<file path="src/sv/cu_rscu_pkg.sv">
package cu_rscu_pkg;

    // Datapath sizing
    localparam int COUNT_BITS = 32;
    localparam int FRAC_BITS  = 16;
    localparam int CNT_IN_W   = 32;                    // count_value port width
    localparam int RSCU_W     = 19;                    // rscu_fixed port width
    localparam int SUM_W      = COUNT_BITS + 3;        // up to six counts
    localparam int REM_W      = COUNT_BITS + 7;        // twice the shifted divisor
    localparam int QUOT_W     = FRAC_BITS + 3;         // integer part below 8
    localparam int STEP_W     = $clog2(QUOT_W + 1);

    // Synonymous families of the standard code
    localparam int NUM_FAM   = 21;
    localparam int FAM_SLOTS = 6;

    // Family id of each codon: K N T R S I M Q H P L E D A G V stop Y C W F
    localparam logic [4:0] FAM_OF_CODON [64] = '{
        5'd0,  5'd1,  5'd0,  5'd1,  5'd2,  5'd2,  5'd2,  5'd2,
        5'd3,  5'd4,  5'd3,  5'd4,  5'd5,  5'd5,  5'd6,  5'd5,
        5'd7,  5'd8,  5'd7,  5'd8,  5'd9,  5'd9,  5'd9,  5'd9,
        5'd3,  5'd3,  5'd3,  5'd3,  5'd10, 5'd10, 5'd10, 5'd10,
        5'd11, 5'd12, 5'd11, 5'd12, 5'd13, 5'd13, 5'd13, 5'd13,
        5'd14, 5'd14, 5'd14, 5'd14, 5'd15, 5'd15, 5'd15, 5'd15,
        5'd16, 5'd17, 5'd16, 5'd17, 5'd4,  5'd4,  5'd4,  5'd4,
        5'd16, 5'd18, 5'd19, 5'd18, 5'd10, 5'd20, 5'd10, 5'd20
    };

    localparam logic [2:0] FAM_SIZE [NUM_FAM] = '{
        3'd2, 3'd2, 3'd4, 3'd6, 3'd6, 3'd3, 3'd1, 3'd2, 3'd2, 3'd4, 3'd6,
        3'd2, 3'd2, 3'd4, 3'd4, 3'd4, 3'd3, 3'd2, 3'd2, 3'd1, 3'd2
    };

    localparam logic [5:0] FAM_MEMBER [NUM_FAM][FAM_SLOTS] = '{
        '{6'd0,  6'd2,  6'd0,  6'd0,  6'd0,  6'd0 },   // K
        '{6'd1,  6'd3,  6'd0,  6'd0,  6'd0,  6'd0 },   // N
        '{6'd4,  6'd5,  6'd6,  6'd7,  6'd0,  6'd0 },   // T
        '{6'd8,  6'd10, 6'd24, 6'd25, 6'd26, 6'd27},   // R
        '{6'd9,  6'd11, 6'd52, 6'd53, 6'd54, 6'd55},   // S
        '{6'd12, 6'd13, 6'd15, 6'd0,  6'd0,  6'd0 },   // I
        '{6'd14, 6'd0,  6'd0,  6'd0,  6'd0,  6'd0 },   // M
        '{6'd16, 6'd18, 6'd0,  6'd0,  6'd0,  6'd0 },   // Q
        '{6'd17, 6'd19, 6'd0,  6'd0,  6'd0,  6'd0 },   // H
        '{6'd20, 6'd21, 6'd22, 6'd23, 6'd0,  6'd0 },   // P
        '{6'd28, 6'd29, 6'd30, 6'd31, 6'd60, 6'd62},   // L
        '{6'd32, 6'd34, 6'd0,  6'd0,  6'd0,  6'd0 },   // E
        '{6'd33, 6'd35, 6'd0,  6'd0,  6'd0,  6'd0 },   // D
        '{6'd36, 6'd37, 6'd38, 6'd39, 6'd0,  6'd0 },   // A
        '{6'd40, 6'd41, 6'd42, 6'd43, 6'd0,  6'd0 },   // G
        '{6'd44, 6'd45, 6'd46, 6'd47, 6'd0,  6'd0 },   // V
        '{6'd48, 6'd50, 6'd56, 6'd0,  6'd0,  6'd0 },   // stop
        '{6'd49, 6'd51, 6'd0,  6'd0,  6'd0,  6'd0 },   // Y
        '{6'd57, 6'd59, 6'd0,  6'd0,  6'd0,  6'd0 },   // C
        '{6'd58, 6'd0,  6'd0,  6'd0,  6'd0,  6'd0 },   // W
        '{6'd61, 6'd63, 6'd0,  6'd0,  6'd0,  6'd0 }    // F
    };

    // Member k of family fam; out-of-range slots read as codon 0
    function automatic logic [5:0] fam_member(input logic [4:0] fam, input logic [2:0] k);
        logic [5:0] m;
        m = 6'd0;
        if ((int'(fam) < NUM_FAM) && (int'(k) < FAM_SLOTS))
        begin
            m = FAM_MEMBER[fam][k];
        end
        return m;
    endfunction

    function automatic logic [2:0] fam_size(input logic [4:0] fam);
        logic [2:0] s;
        s = 3'd1;
        if (int'(fam) < NUM_FAM)
        begin
            s = FAM_SIZE[fam];
        end
        return s;
    endfunction

    // Microprogram addresses
    typedef logic [2:0] upc_t;
    localparam upc_t UP_IDLE = 3'd0;
    localparam upc_t UP_RDT  = 3'd1;
    localparam upc_t UP_RDM  = 3'd2;
    localparam upc_t UP_ACC  = 3'd3;
    localparam upc_t UP_MUL  = 3'd4;
    localparam upc_t UP_DIV  = 3'd5;
    localparam upc_t UP_OUT  = 3'd6;
    localparam upc_t UP_ZOUT = 3'd7;

    // Branch conditions
    typedef enum logic [2:0] {
        CND_ALWAYS  = 3'd0,
        CND_QUERY   = 3'd1,
        CND_MORE    = 3'd2,
        CND_ZERO    = 3'd3,
        CND_LAST    = 3'd4,
        CND_OUTFREE = 3'd5
    } cond_t;

    typedef struct packed {
        logic  idle;      // input channel open
        logic  rd_tgt;    // read the queried codon's count
        logic  rd_mem;    // read next family member, if any left
        logic  lat_cnt;   // latch read data as the queried count
        logic  acc;       // add read data to the family sum
        logic  mul_init;  // numerator = size * count, start divider
        logic  div_step;  // one restoring division step
        logic  ld_out;    // load result register
        logic  ld_zero;   // load zero result with divide-by-zero status
        cond_t cond;
        upc_t  t_true;
        upc_t  t_false;
    } ucode_t;

    typedef struct packed {
        logic query;
        logic more;
        logic zero;
        logic last;
        logic out_free;
    } flags_t;

    // Control store
    function automatic ucode_t ucode_rom(input upc_t pc);
        ucode_t w;
        w = '0;
        w.cond = CND_ALWAYS;
        unique case (pc)
            UP_IDLE:
            begin
                w.idle = 1'b1; w.cond = CND_QUERY; w.t_true = UP_RDT; w.t_false = UP_IDLE;
            end
            UP_RDT:
            begin
                w.rd_tgt = 1'b1; w.t_true = UP_RDM;
            end
            UP_RDM:
            begin
                w.rd_mem = 1'b1; w.lat_cnt = 1'b1; w.t_true = UP_ACC;
            end
            UP_ACC:
            begin
                w.acc = 1'b1; w.rd_mem = 1'b1;
                w.cond = CND_MORE; w.t_true = UP_ACC; w.t_false = UP_MUL;
            end
            UP_MUL:
            begin
                w.mul_init = 1'b1; w.cond = CND_ZERO; w.t_true = UP_ZOUT; w.t_false = UP_DIV;
            end
            UP_DIV:
            begin
                w.div_step = 1'b1; w.cond = CND_LAST; w.t_true = UP_OUT; w.t_false = UP_DIV;
            end
            UP_OUT:
            begin
                w.ld_out = 1'b1; w.cond = CND_OUTFREE; w.t_true = UP_IDLE; w.t_false = UP_OUT;
            end
            UP_ZOUT:
            begin
                w.ld_zero = 1'b1; w.cond = CND_OUTFREE; w.t_true = UP_IDLE; w.t_false = UP_ZOUT;
            end
        endcase
        return w;
    endfunction

endpackage

</file>
<file path="src/sv/cu_rscu_seq.sv">
module cu_rscu_seq
(
    input  logic                clk,
    input  logic                rst_n,
    input  cu_rscu_pkg::flags_t flags,
    output cu_rscu_pkg::ucode_t cw
);

    cu_rscu_pkg::upc_t pc_reg;
    cu_rscu_pkg::upc_t pc_next;
    logic              take;

    // Current control word
    assign cw = cu_rscu_pkg::ucode_rom(pc_reg);

    // Branch condition select
    always_comb
    begin
        unique case (cw.cond)
            cu_rscu_pkg::CND_ALWAYS:  take = 1'b1;
            cu_rscu_pkg::CND_QUERY:   take = flags.query;
            cu_rscu_pkg::CND_MORE:    take = flags.more;
            cu_rscu_pkg::CND_ZERO:    take = flags.zero;
            cu_rscu_pkg::CND_LAST:    take = flags.last;
            cu_rscu_pkg::CND_OUTFREE: take = flags.out_free;
            default:                  take = 1'b1;
        endcase
        pc_next = take ? cw.t_true : cw.t_false;
    end

    always_ff @(posedge clk or negedge rst_n)
    begin
        if (!rst_n)
        begin
            pc_reg <= cu_rscu_pkg::UP_IDLE;
        end
        else
        begin
            pc_reg <= pc_next;
        end
    end

endmodule

</file>
<file path="src/sv/cu_rscu_datapath.sv">
module cu_rscu_datapath
(
    input  logic                                 clk,
    input  logic                                 rst_n,
    input  cu_rscu_pkg::ucode_t                  cw,
    output cu_rscu_pkg::flags_t                  flags,
    input  logic                                 in_valid,
    input  logic                                 op,
    input  logic [5:0]                           codon,
    input  logic [cu_rscu_pkg::CNT_IN_W-1:0]     count_value,
    output logic                                 out_valid,
    input  logic                                 out_ready,
    output logic [cu_rscu_pkg::RSCU_W-1:0]       rscu_fixed,
    output logic                                 status
);

    localparam int CB   = cu_rscu_pkg::COUNT_BITS;
    localparam int SW   = cu_rscu_pkg::SUM_W;
    localparam int RW   = cu_rscu_pkg::REM_W;
    localparam int QW   = cu_rscu_pkg::QUOT_W;
    localparam int OW   = cu_rscu_pkg::RSCU_W;
    localparam int STW  = cu_rscu_pkg::STEP_W;
    localparam int WXW  = CB + cu_rscu_pkg::CNT_IN_W;
    localparam int QXW  = QW + OW;

    // Count store with per-entry valid bits (cleared by reset)
    logic [CB-1:0] mem [64];
    logic [63:0]   vld_reg;
    logic [CB-1:0] rdata_reg;
    logic          rvld_reg;
    logic [CB-1:0] rdata;

    // Sequencer-driven working registers
    logic [5:0]    codon_reg;
    logic [4:0]    fam_reg;
    logic [2:0]    k_reg;
    logic [CB-1:0] cnt_reg;
    logic [SW-1:0] sum_reg;
    logic [RW-1:0] rem_reg;
    logic [QW-1:0] quot_reg;
    logic [STW-1:0] step_reg;

    logic          out_valid_reg;
    logic          out_valid_next;
    logic [OW-1:0] rscu_reg;
    logic          status_reg;

    logic          accept;
    logic          wr_en;
    logic [CB-1:0] wr_val;
    logic [WXW-1:0] wr_wide;
    logic [2:0]    size;
    logic          more;
    logic          rd_en;
    logic [5:0]    rd_addr;
    logic [RW-1:0] dvs;
    logic [RW-1:0] trial;
    logic          ge;
    logic [QXW-1:0] quot_wide;
    logic [OW-1:0] rscu_sat;
    logic          out_free;
    logic          ld_res;
    logic          ld_zero;

    assign accept  = in_valid && cw.idle;
    assign wr_en   = accept && !op;
    assign wr_wide = {{CB{1'b0}}, count_value};
    assign wr_val  = wr_wide[CB-1:0];

    assign size    = cu_rscu_pkg::fam_size(fam_reg);
    assign more    = (k_reg != size);
    assign rd_en   = cw.rd_tgt || (cw.rd_mem && more);
    assign rd_addr = cw.rd_tgt ? codon_reg : cu_rscu_pkg::fam_member(fam_reg, k_reg);
    assign rdata   = rvld_reg ? rdata_reg : '0;

    // Divisor is the family sum scaled by 8 so the numerator starts below it
    assign dvs   = RW'({sum_reg, 3'b000});
    assign trial = {rem_reg[RW-2:0], 1'b0};
    assign ge    = (trial >= dvs);

    // Saturate quotient to the output width
    assign quot_wide = {{OW{1'b0}}, quot_reg};
    assign rscu_sat  = (quot_wide[QXW-1:OW] != '0) ? {OW{1'b1}} : quot_wide[OW-1:0];

    assign out_free = !out_valid_reg || out_ready;
    assign ld_res   = cw.ld_out && out_free;
    assign ld_zero  = cw.ld_zero && out_free;

    assign flags.query    = accept && op;
    assign flags.more     = more;
    assign flags.zero     = (sum_reg == '0);
    assign flags.last     = (step_reg == STW'(1));
    assign flags.out_free = out_free;

    // Memory write and registered read
    always_ff @(posedge clk)
    begin
        if (wr_en)
        begin
            mem[codon] <= wr_val;
        end
        if (rd_en)
        begin
            rdata_reg <= mem[rd_addr];
        end
    end

    // Valid bits and read-valid
    always_ff @(posedge clk or negedge rst_n)
    begin
        if (!rst_n)
        begin
            vld_reg  <= '0;
            rvld_reg <= 1'b0;
        end
        else
        begin
            if (wr_en)
            begin
                vld_reg[codon] <= 1'b1;
            end
            if (rd_en)
            begin
                rvld_reg <= vld_reg[rd_addr];
            end
        end
    end

    // Query capture, family sum, numerator, restoring divider and result register
    always_ff @(posedge clk)
    begin
        if (accept && op)
        begin
            codon_reg <= codon;
            fam_reg   <= cu_rscu_pkg::FAM_OF_CODON[codon];
            k_reg     <= 3'd0;
            sum_reg   <= '0;
        end
        else
        begin
            if (cw.rd_mem && more)
            begin
                k_reg <= k_reg + 3'd1;
            end
            if (cw.acc)
            begin
                sum_reg <= sum_reg + SW'(rdata);
            end
        end
        if (cw.lat_cnt)
        begin
            cnt_reg <= rdata;
        end
        if (cw.mul_init)
        begin
            rem_reg  <= RW'(SW'(cnt_reg) * SW'(size));
            quot_reg <= '0;
            step_reg <= STW'(QW);
        end
        else if (cw.div_step)
        begin
            rem_reg  <= ge ? (trial - dvs) : trial;
            quot_reg <= {quot_reg[QW-2:0], ge};
            step_reg <= step_reg - STW'(1);
        end
        if (ld_res)
        begin
            rscu_reg   <= rscu_sat;
            status_reg <= 1'b0;
        end
        else if (ld_zero)
        begin
            rscu_reg   <= '0;
            status_reg <= 1'b1;
        end
    end

    // Output register handshake
    always_comb
    begin
        out_valid_next = out_valid_reg;
        if (ld_res || ld_zero)
        begin
            out_valid_next = 1'b1;
        end
        else if (out_ready)
        begin
            out_valid_next = 1'b0;
        end
    end

    always_ff @(posedge clk or negedge rst_n)
    begin
        if (!rst_n)
        begin
            out_valid_reg <= 1'b0;
        end
        else
        begin
            out_valid_reg <= out_valid_next;
        end
    end

    assign out_valid  = out_valid_reg;
    assign rscu_fixed = rscu_reg;
    assign status     = status_reg;

    // Checks
    a_rem_below_dvs: assert property (@(posedge clk) disable iff (!rst_n)
        cw.div_step |-> (rem_reg < dvs))
        else $error("divider remainder not below divisor");

    a_sum_covers_cnt: assert property (@(posedge clk) disable iff (!rst_n)
        cw.mul_init |-> (sum_reg >= SW'(cnt_reg)))
        else $error("family sum below queried count");

    a_k_in_family: assert property (@(posedge clk) disable iff (!rst_n)
        (cw.acc || cw.mul_init) |-> (k_reg <= size))
        else $error("member counter past family size");

    a_zero_status: assert property (@(posedge clk) disable iff (!rst_n)
        (out_valid_reg && status_reg) |-> (rscu_reg == '0))
        else $error("divide-by-zero result not zero");

    a_query_closes_in: assert property (@(posedge clk) disable iff (!rst_n)
        (accept && op) |=> !cw.idle)
        else $error("input still open after query transfer");

endmodule

</file>
<file path="src/sv/codon_usage_rscu.sv">
// Relative synonymous codon usage over a 64-entry table of codon counts, all zero
// after reset. A write transfer (op 0) stores count_value for one codon. A query
// transfer (op 1) looks up the codon's synonymous family in the standard code
// (ATG alone is M, the stop codons form one family), sums the counts of its
// members through the single store read port, one member per cycle, then runs a
// restoring divider one quotient bit per cycle to form size*count/sum with
// FRAC_BITS fraction bits, truncated and saturated to the output width. The input
// stays closed from a query until its result is loaded; a zero family sum skips
// the divider and returns 0 with status 1. The result sits in an output register,
// so a write may follow while it waits.
module codon_usage_rscu
(
    input  logic                             clk,
    input  logic                             rst_n,
    input  logic                             in_valid,
    output logic                             in_ready,
    input  logic                             op,
    input  logic [5:0]                       codon,
    input  logic [cu_rscu_pkg::CNT_IN_W-1:0] count_value,
    output logic                             out_valid,
    input  logic                             out_ready,
    output logic [cu_rscu_pkg::RSCU_W-1:0]   rscu_fixed,
    output logic                             status
);

    cu_rscu_pkg::ucode_t cw;
    cu_rscu_pkg::flags_t flags;

    assign in_ready = cw.idle;

    // Microcode sequencer
    cu_rscu_seq u_seq
    (
        .clk   (clk),
        .rst_n (rst_n),
        .flags (flags),
        .cw    (cw)
    );

    // Count store, accumulator, divider and result register
    cu_rscu_datapath u_dp
    (
        .clk         (clk),
        .rst_n       (rst_n),
        .cw          (cw),
        .flags       (flags),
        .in_valid    (in_valid),
        .op          (op),
        .codon       (codon),
        .count_value (count_value),
        .out_valid   (out_valid),
        .out_ready   (out_ready),
        .rscu_fixed  (rscu_fixed),
        .status      (status)
    );

endmodule

</file>
<file path="config.mk">
export PLATFORM = sky130hd
export DESIGN_NAME = codon_usage_rscu
export DESIGN_NICKNAME = d
export VERILOG_FILES = /design/src/sv/cu_rscu_pkg.sv /design/src/sv/cu_rscu_seq.sv /design/src/sv/cu_rscu_datapath.sv /design/src/sv/codon_usage_rscu.sv
export SDC_FILE = /design/constraint.sdc
export NUM_CORES = 2
export LEC_CHECK = 0
export BUFFER_PORTS_ARGS = -buffer_cell sky130_fd_sc_hd__buf_4
export CAP_MARGIN = 20
export CELL_PAD_IN_SITES_DETAIL_PLACEMENT = 1
export CELL_PAD_IN_SITES_GLOBAL_PLACEMENT = 1
export CORE_MARGIN = 4
export CORE_UTILIZATION = 56
export CTS_CLUSTER_DIAMETER = 30
export DETAILED_ROUTE_END_ITERATION = 12
export PLACE_DENSITY_LB_ADDON = 0.1
export SLEW_MARGIN = 25
export SYNTH_ARGS = -nofsm -noshare
export SYNTH_HDL_FRONTEND = slang
export SYNTH_SLANG_ARGS = --single-unit
</file>
<file path="constraint.sdc">
create_clock -name clk -period 8.2 [get_ports clk]
set_input_delay 1.64 -clock clk [delete_from_list [all_inputs] [get_ports clk]]
set_output_delay 1.64 -clock clk [all_outputs]
set_load 0.01 [all_outputs]
</file>
# Yosys cells after proc, flatten, opt, wreduce, memory -nomap -nowiden
# Memories as Yosys holds them, arrays and structs flattened. A register that Yosys moved wholly into a read port is not among the register bits.
# Index checks and enable logic that the tools add are counted.
# word_totals
word_cells,108
mem_bits_rw,2048
out_inout_bits,22
ff_bits,227
romBits,1568
in_bits,43
memories,4
# op_classes
n_reduce_logical,21
n_lt_le_gt_ge,8
n_bitwise,4
n_addsub,4
n_mux,38
n_eq_ne,14
multipliers,1
# memory_table
memory,depth,word_bits,read_ports,rd_clocked_by_memory_dff,write_ports,line_no,text
u_dp.mem,64,32,1,1,1,cu_rscu_datapath.sv:27,logic [CB-1:0] mem [64];
(name not given),32,36,1,0,0,cu_rscu_pkg.sv:64,m = FAM_MEMBER[fam][k];
(name not given),64,5,1,1,0,cu_rscu_datapath.sv:135,fam_reg <= cu_rscu_pkg::FAM_OF_CODON[codon];
(name not given),32,3,1,0,0,cu_rscu_pkg.sv:74,s = FAM_SIZE[fam];
# ops
op,count
36-bit 2-to-1 mux,2
35-bit 2-to-1 mux,2
64-bit bitwise OR,1
39-bit by 38-bit greater-or-equal comparator with 1-bit output,1
19-bit 2-to-1 mux,2
38-bit 2-to-1 mux,1
38-bit subtractor,1
35-bit by 32-bit adder with 35-bit output,1
35-bit zero test,1
32-bit by 3-bit multiplier with 35-bit output,1
32-bit 2-to-1 mux,1
6-bit 2-to-1 mux,4
6-bit binary-select mux with 3-bit select,1
"3-bit == test, second input constant",6
3-bit case mux with 6 select lines,1
1-bit 2-to-1 mux,15
3-bit case mux with 5 select lines,1
"6-bit by 7-bit < comparator with 1-bit output, second input constant",2
"3-bit by 2-bit == test with 1-bit output, second input constant",4
3-bit 2-to-1 mux,4
3-bit case mux with 4 select lines,1
1-bit logical AND,8
6-bit inverter with 7-bit output,1
1-bit binary-select mux with 6-bit select,1
19 further kinds,27

# Longest topological paths before layout
# logic_depth
ltp_word,11
mapped_depth,22
ltp_nobuf,19

# By module
# Synthesis repeated with hierarchy kept, for this count alone.
# hier_totals
hier_cells,7983
area_unflattened_um2,98873.6
# by_module_without_submodules
module,instances,area_each_um2,cells_each,seq_area_each_um2
cu_rscu_datapath,1,98484.5,7937,68345.5
cu_rscu_seq,1,389.1,46,75.1

# Worst setup path before layout
# No wires, ideal clock.
# synth_path
path_kind,register -> register
start,reg u_dp.fam_reg[1]
end,"reg u_dp.rem_reg[31], data pin"
synth_period_minus_slack_ns,5.053
n_path_buf,3
setup_time_ns,0.270
required_time_ns,7.930
path_slack_ns,3.147
path_stages_with_launch,22
t_arrival_ns,4.783
path_cell_list,edfxtp_1 buf_2 inv_1 ha_1 nor2_1 o21ai_1 and3_1 clkbuf_1 clkbuf_1 nand2_1 fa_1 inv_1 ha_1 or3_1 a311oi_1 o21ai_0 a2111oi_2 a211oi_1 a211oi_1 xnor2_1 nor2_1 a21oi_1
# synth_via
elab_chain_len,7
word_cells_on_any_way,8
cone_classes,mul: 1; order compare: 1; mux: 4; bitwise: 1; memory: 1
# synth_rtl
item,line_no,text
start: declaration,cu_rscu_datapath.sv:35,logic [4:0] fam_reg;
5-bit inverter with 6-bit output (not written as such),cu_rscu_pkg.sv:74,
memory 32 x 3 bit,n/a,
3-bit 2-to-1 mux (not written as such) (2 in a row),cu_rscu_pkg.sv:74,
3-bit 2-to-1 mux *,cu_rscu_pkg.sv:72,if (int'(fam) < NUM_FAM)
32-bit by 3-bit multiplier with 35-bit output *,cu_rscu_datapath.sv:156,rem_reg <= RW'(SW'(cnt_reg) * SW'(size));
35-bit 2-to-1 mux *,cu_rscu_datapath.sv:154,if (cw.mul_init)
end signal: assignment,cu_rscu_datapath.sv:156,
end signal: assignment,cu_rscu_datapath.sv:162,rem_reg <= ge ? (trial - dvs) : trial;
end: declaration,cu_rscu_datapath.sv:39,logic [RW-1:0] rem_reg;
# Mark *: on every way between the ends. The rest lies on a longest branch, timed or not. The select of a mux whose other input is x is not followed.
# A chain may end at the register's enable or synchronous reset.

# Final worst setup path
# layout_path
start,reg u_dp.fam_reg[4]
end,"reg u_dp.rem_reg[22], data pin"
# Same word-level chain as after synthesis.

==> results.json <==
{
  "status": "finished, final reports clean",
  "drc": 0,
  "fmax_mhz": 168,
  "syn-num-nets": 8289,
  "synth.distinct_cells": 91,
  "viasPerCell": 6.60,
  "overflow": 0,
  "worst_slack_ns": 2.24,
  "placed_area_sq_mm": 0.102,
  "power_frac_clock_pct": 37.5,
  "synth_cells": 8098,
  "critical_path_depth": 18,
  "ctsHoldBuffers": 0,
  "endpoint": "u_dp.rem_reg[22]$_DFFE_PP_",
  "arrival_ns": 6.61,
  "die_area_sq_mm": 0.183,
  "coreArea_sq_mm": 0.175,
  "antenna_found_initial": 37,
  "post_cts_buffers": 0,
  "finalHoldViolCount": 0,
  "rr_endpoint": "u_dp.rem_reg[22]$_DFFE_PP_",
  "dp_slack_ns": 2.31,
  "intPower_mw": 32.0,
  "async_reset_ff_share_pct": 2.98,
  "gp_congestion": 0.835,
  "report.final.slew_viol_count": 0,
  "rsz0062_at_grt": "false",
  "grt.total_usage_pct": 37.2,
  "reg2reg_from": "u_dp.fam_reg[4]$_SDFFCE_PP0P_",
  "relSlewSlack_pct": 25.1,
  "p_switching_mw": 19.9,
  "clockBufferDepth": 4,
  "p_per_area_mw_per_mm2": 439,
  "p_leak_nw": 43.9,
  "synth_area_leader_cell": "edfxtp_1",
  "initial_utilization_pct": 56.6,
  "grt_pass1_wl_mm": 509,
  "detail_route.wirelength_mm": 347,
  "synth_edf_count": 2177,
  "r2r_cells": 18,
  "worstSetupStartpoint": "u_dp.fam_reg[4]$_SDFFCE_PP0P_",
  "holdCritPathClass": "register to register",
  "drive_above_1_share_pct": 13.6,
  "ant_nets": 0,
  "cts_tree": "done",
  "p_sw_share_pct": 38.4,
  "p_total_mw": 52.0,
  "regToRegSetupSlack_ns": 2.24,
  "die_h_um": 428,
  "syn_area_per_cell_sq_um": 12.2,
  "fillers": 16297,
  "dr.pass1.iters": 6,
  "setup_violations": 0,
  "layout.nets": 8486,
  "crit_type": "register to register",
  "start_kind": "register",
  "critPathTopFamily": "compound AO/OA/AOI/OAI gates",
  "critPathBufInv": 2,
  "area_delta_synth_final_pct": 19.6,
  "clk_latency_ns": 1.01,
  "synth-seq-cells": 2312,
  "dp_hpwl_mm": 182,
  "grt_max_degree": 177,
  "worst_slew_pin_slew_ns": 1.12,
  "multi_input_area_sq_mm": 0.0284,
  "final.setup.tns_ns": 0,
  "critPathMaxFanout": 33,
  "largest_reg_flops": 2048,
  "final.min_clock_period_ns": 5.96,
  "ctsHtreeMaxLevel": 5,
  "avgRoutedWirePerCell_um": 31.5,
  "pwr-share-comb_pct": 35.3,
  "cap_violations": 0,
  "crit_chain": "inv_1, o41ai_1, a21oi_2, buf_4, and2_1, fa_1, ha_1, fa_1, a21o_1, a21oi_1, o21ai_0, and4b_1, nor2_1, nor2_1, o41ai_1, xor2_1, o22ai_1, a31o_2",
  "ff_latch_area_sq_mm": 0.0684,
  "seqPwrFrac_pct": 27.2,
  "cts_sinks": 2312,
  "ir_worst_vdd_mv": 0.661,
  "finalClockSkew_ns": 0.113,
  "seq_area_frac_synth_pct": 69.2,
  "yosys_warnings": 0,
  "synthFlopType": "edfxtp_1",
  "required_ns": 8.85,
  "root_buffer": "clkbuf_16",
  "end_kind": "register",
  "io_buffer_count": 64,
  "final_area_sq_mm": 0.118,
  "netlist_area_sq_mm": 0.0989,
  "vias": 72757,
  "synthTopCellsByArea": "edfxtp_1, nand2_1, o211ai_1, and3_1, dfrtp_1",
  "slowest_delay_ns": 0.87,
  "grt_pass1_vias": 77250,
  "post_cts_resized": 0,
  "period_share_pct": 72.6,
  "synth.top_cell.area_share_pct": 66.1,
  "fp-row-count": 153,
  "critPathSlowestCell": "edfxtp_1",
  "numCtsBuffers": 471,
  "path_clk_slew_ns": 0.05,
  "fp.dieW_um": 428,
  "ios": 65,
  "drt_iter0_drc": 8806
}
## cells in the final DEF (no fill, tap or decap), types with 77 or more instances in the layout
master     synthesis  final
nand3_1          301    300
nand2_1         2527   2525
ha_1             115    115
clkinv_2           0     86
and3_1           287    287
a32oi_1          128    127
o21ai_0           77     77
a311oi_1         131    131
inv_1            136    136
edfxtp_1        2177   2177
a21oi_1          273    272
mux2i_1           87     87
clkbuf_16          0    477
nor2_1           192    120
buf_4             12    211
a31oi_1          144    143
o211ai_1         259    259
## stage by stage
| step | util [%] | cells | hold slack, ns |
|---|---|---|---|
| 6_report | 67.7 | 11027 | 0.442 |
| 3_5_place_dp | 58.5 | 10147 | 0.433 |
| 3_3_place_gp | 58.5 | 10146 | 0.422 |
| 4_1_cts | 67.7 | 11013 | 0.448 |
| 5_1_grt | 67.7 | 11014 | 0.466 |
| 2_1_floorplan | - | 8098 | 0.408 |
## logic make-up (layout without fill, tap and decap cells)
family	Yosys count	after routing	share of synthesized area [%]
mux	97	97	1.01
xor+xnor	83	83	0.735
buf+inv	646	1236	2.75
fa+ha+maj	148	148	2.12
compound gates	1210	1210	8.58
flops	2312	2312	69.2
other cells	0	14	0
simple gates	3602	3602	15.6
## synth_stat cells (13+ instances only)
| master | number |
|---|---|
| nand2_1 | 2527 |
| edfxtp_1 | 2177 |
| nand3_1 | 301 |
| and3_1 | 287 |
| a21oi_1 | 273 |
| clkbuf_1 | 266 |
| o211ai_1 | 259 |
| buf_2 | 196 |
| nor2_1 | 192 |
| a31oi_1 | 144 |
| inv_1 | 136 |
| a311oi_1 | 131 |
| a32oi_1 | 128 |
| ha_1 | 115 |
| mux2i_1 | 87 |
| o21ai_0 | 77 |
| dfrtp_1 | 69 |
| or2_2 | 67 |
| dfxtp_1 | 66 |
| a21o_1 | 55 |
| xnor2_1 | 54 |
| and2_1 | 48 |
| fa_1 | 33 |
| buf_1 | 32 |
| and4_1 | 31 |
| nor3_1 | 31 |
| xor2_1 | 29 |
| nand4_1 | 24 |
| or3_1 | 20 |
| nor2b_1 | 18 |
| o21a_1 | 18 |
| nor4_1 | 15 |
| nand2b_1 | 13 |
## power by group through the flow
stage | sequential, mW | combinational (mW) | clock, mW
after detailed placement | 14.3 | 17.2 | 0
after global placement | 14.3 | 16.5 | 0
final | 14.2 | 18.3 | 19.5
after CTS | 14.1 | 18.0 | 19.6
after global routing | 14.2 | 19.6 | 20.2
after floorplan | 14.0 | 11.7 | 0
## final cells by class
class	count	share of cell area, %
sequential	2312	57.8
timing repair buffer	231	1.67
tap	2325	2.46
antenna	14	0.0296
clock buffer	531	10.3
clock inverter	335	3.25
inverter	139	0.447
multi-input combinational	5140	24.0
## worst register-to-register path: stages (launching register included)
cell,delay [ns]
edfxtp_1,0.87
inv_1,0.47
o41ai_1,0.54
a21oi_2,0.10
buf_4,0.25
and2_1,0.23
fa_1,0.47
ha_1,0.23
fa_1,0.46
a21o_1,0.19
a21oi_1,0.24
o21ai_0,0.13
and4b_1,0.21
nor2_1,0.32
nor2_1,0.11
o41ai_1,0.31
xor2_1,0.20
o22ai_1,0.09
a31o_2,0.24
## routing by layer
| layer | share of wire, % | wire [um] | global-route usage [%] |
|---|---|---|---|
| met4 | 5.2 | 18000 | 18.1 |
| met2 | 48 | 166000 | 60.5 |
| met5 | 0.039 | 134 | 0 |
| met3 | 9.8 | 34100 | 7.68 |
| met1 | 37 | 129000 | 48.1 |
## worst min-delay path by stage
stage / startpoint / end / slack [ns] / cells past startpoint
after global placement: u_dp.quot_reg[18]$_SDFFE_PP0N_ / u_dp.quot_reg[18]$_SDFFE_PP0N_ / 0.42 / 2
after floorplan: u_dp.quot_reg[18]$_SDFFE_PP0N_ / u_dp.quot_reg[18]$_SDFFE_PP0N_ / 0.41 / 2
after detailed placement: u_dp.quot_reg[18]$_SDFFE_PP0N_ / u_dp.quot_reg[18]$_SDFFE_PP0N_ / 0.43 / 2
after global routing: rst_n / u_dp.out_valid$_DFFE_PN0P_ / 0.47 / 1
final: u_dp.quot_reg[18]$_SDFFE_PP0N_ / u_dp.quot_reg[18]$_SDFFE_PP0N_ / 0.44 / 2
after CTS: rst_n / u_dp.out_valid$_DFFE_PN0P_ / 0.45 / 1
Note: power is estimated with default switching activity, not from simulation.
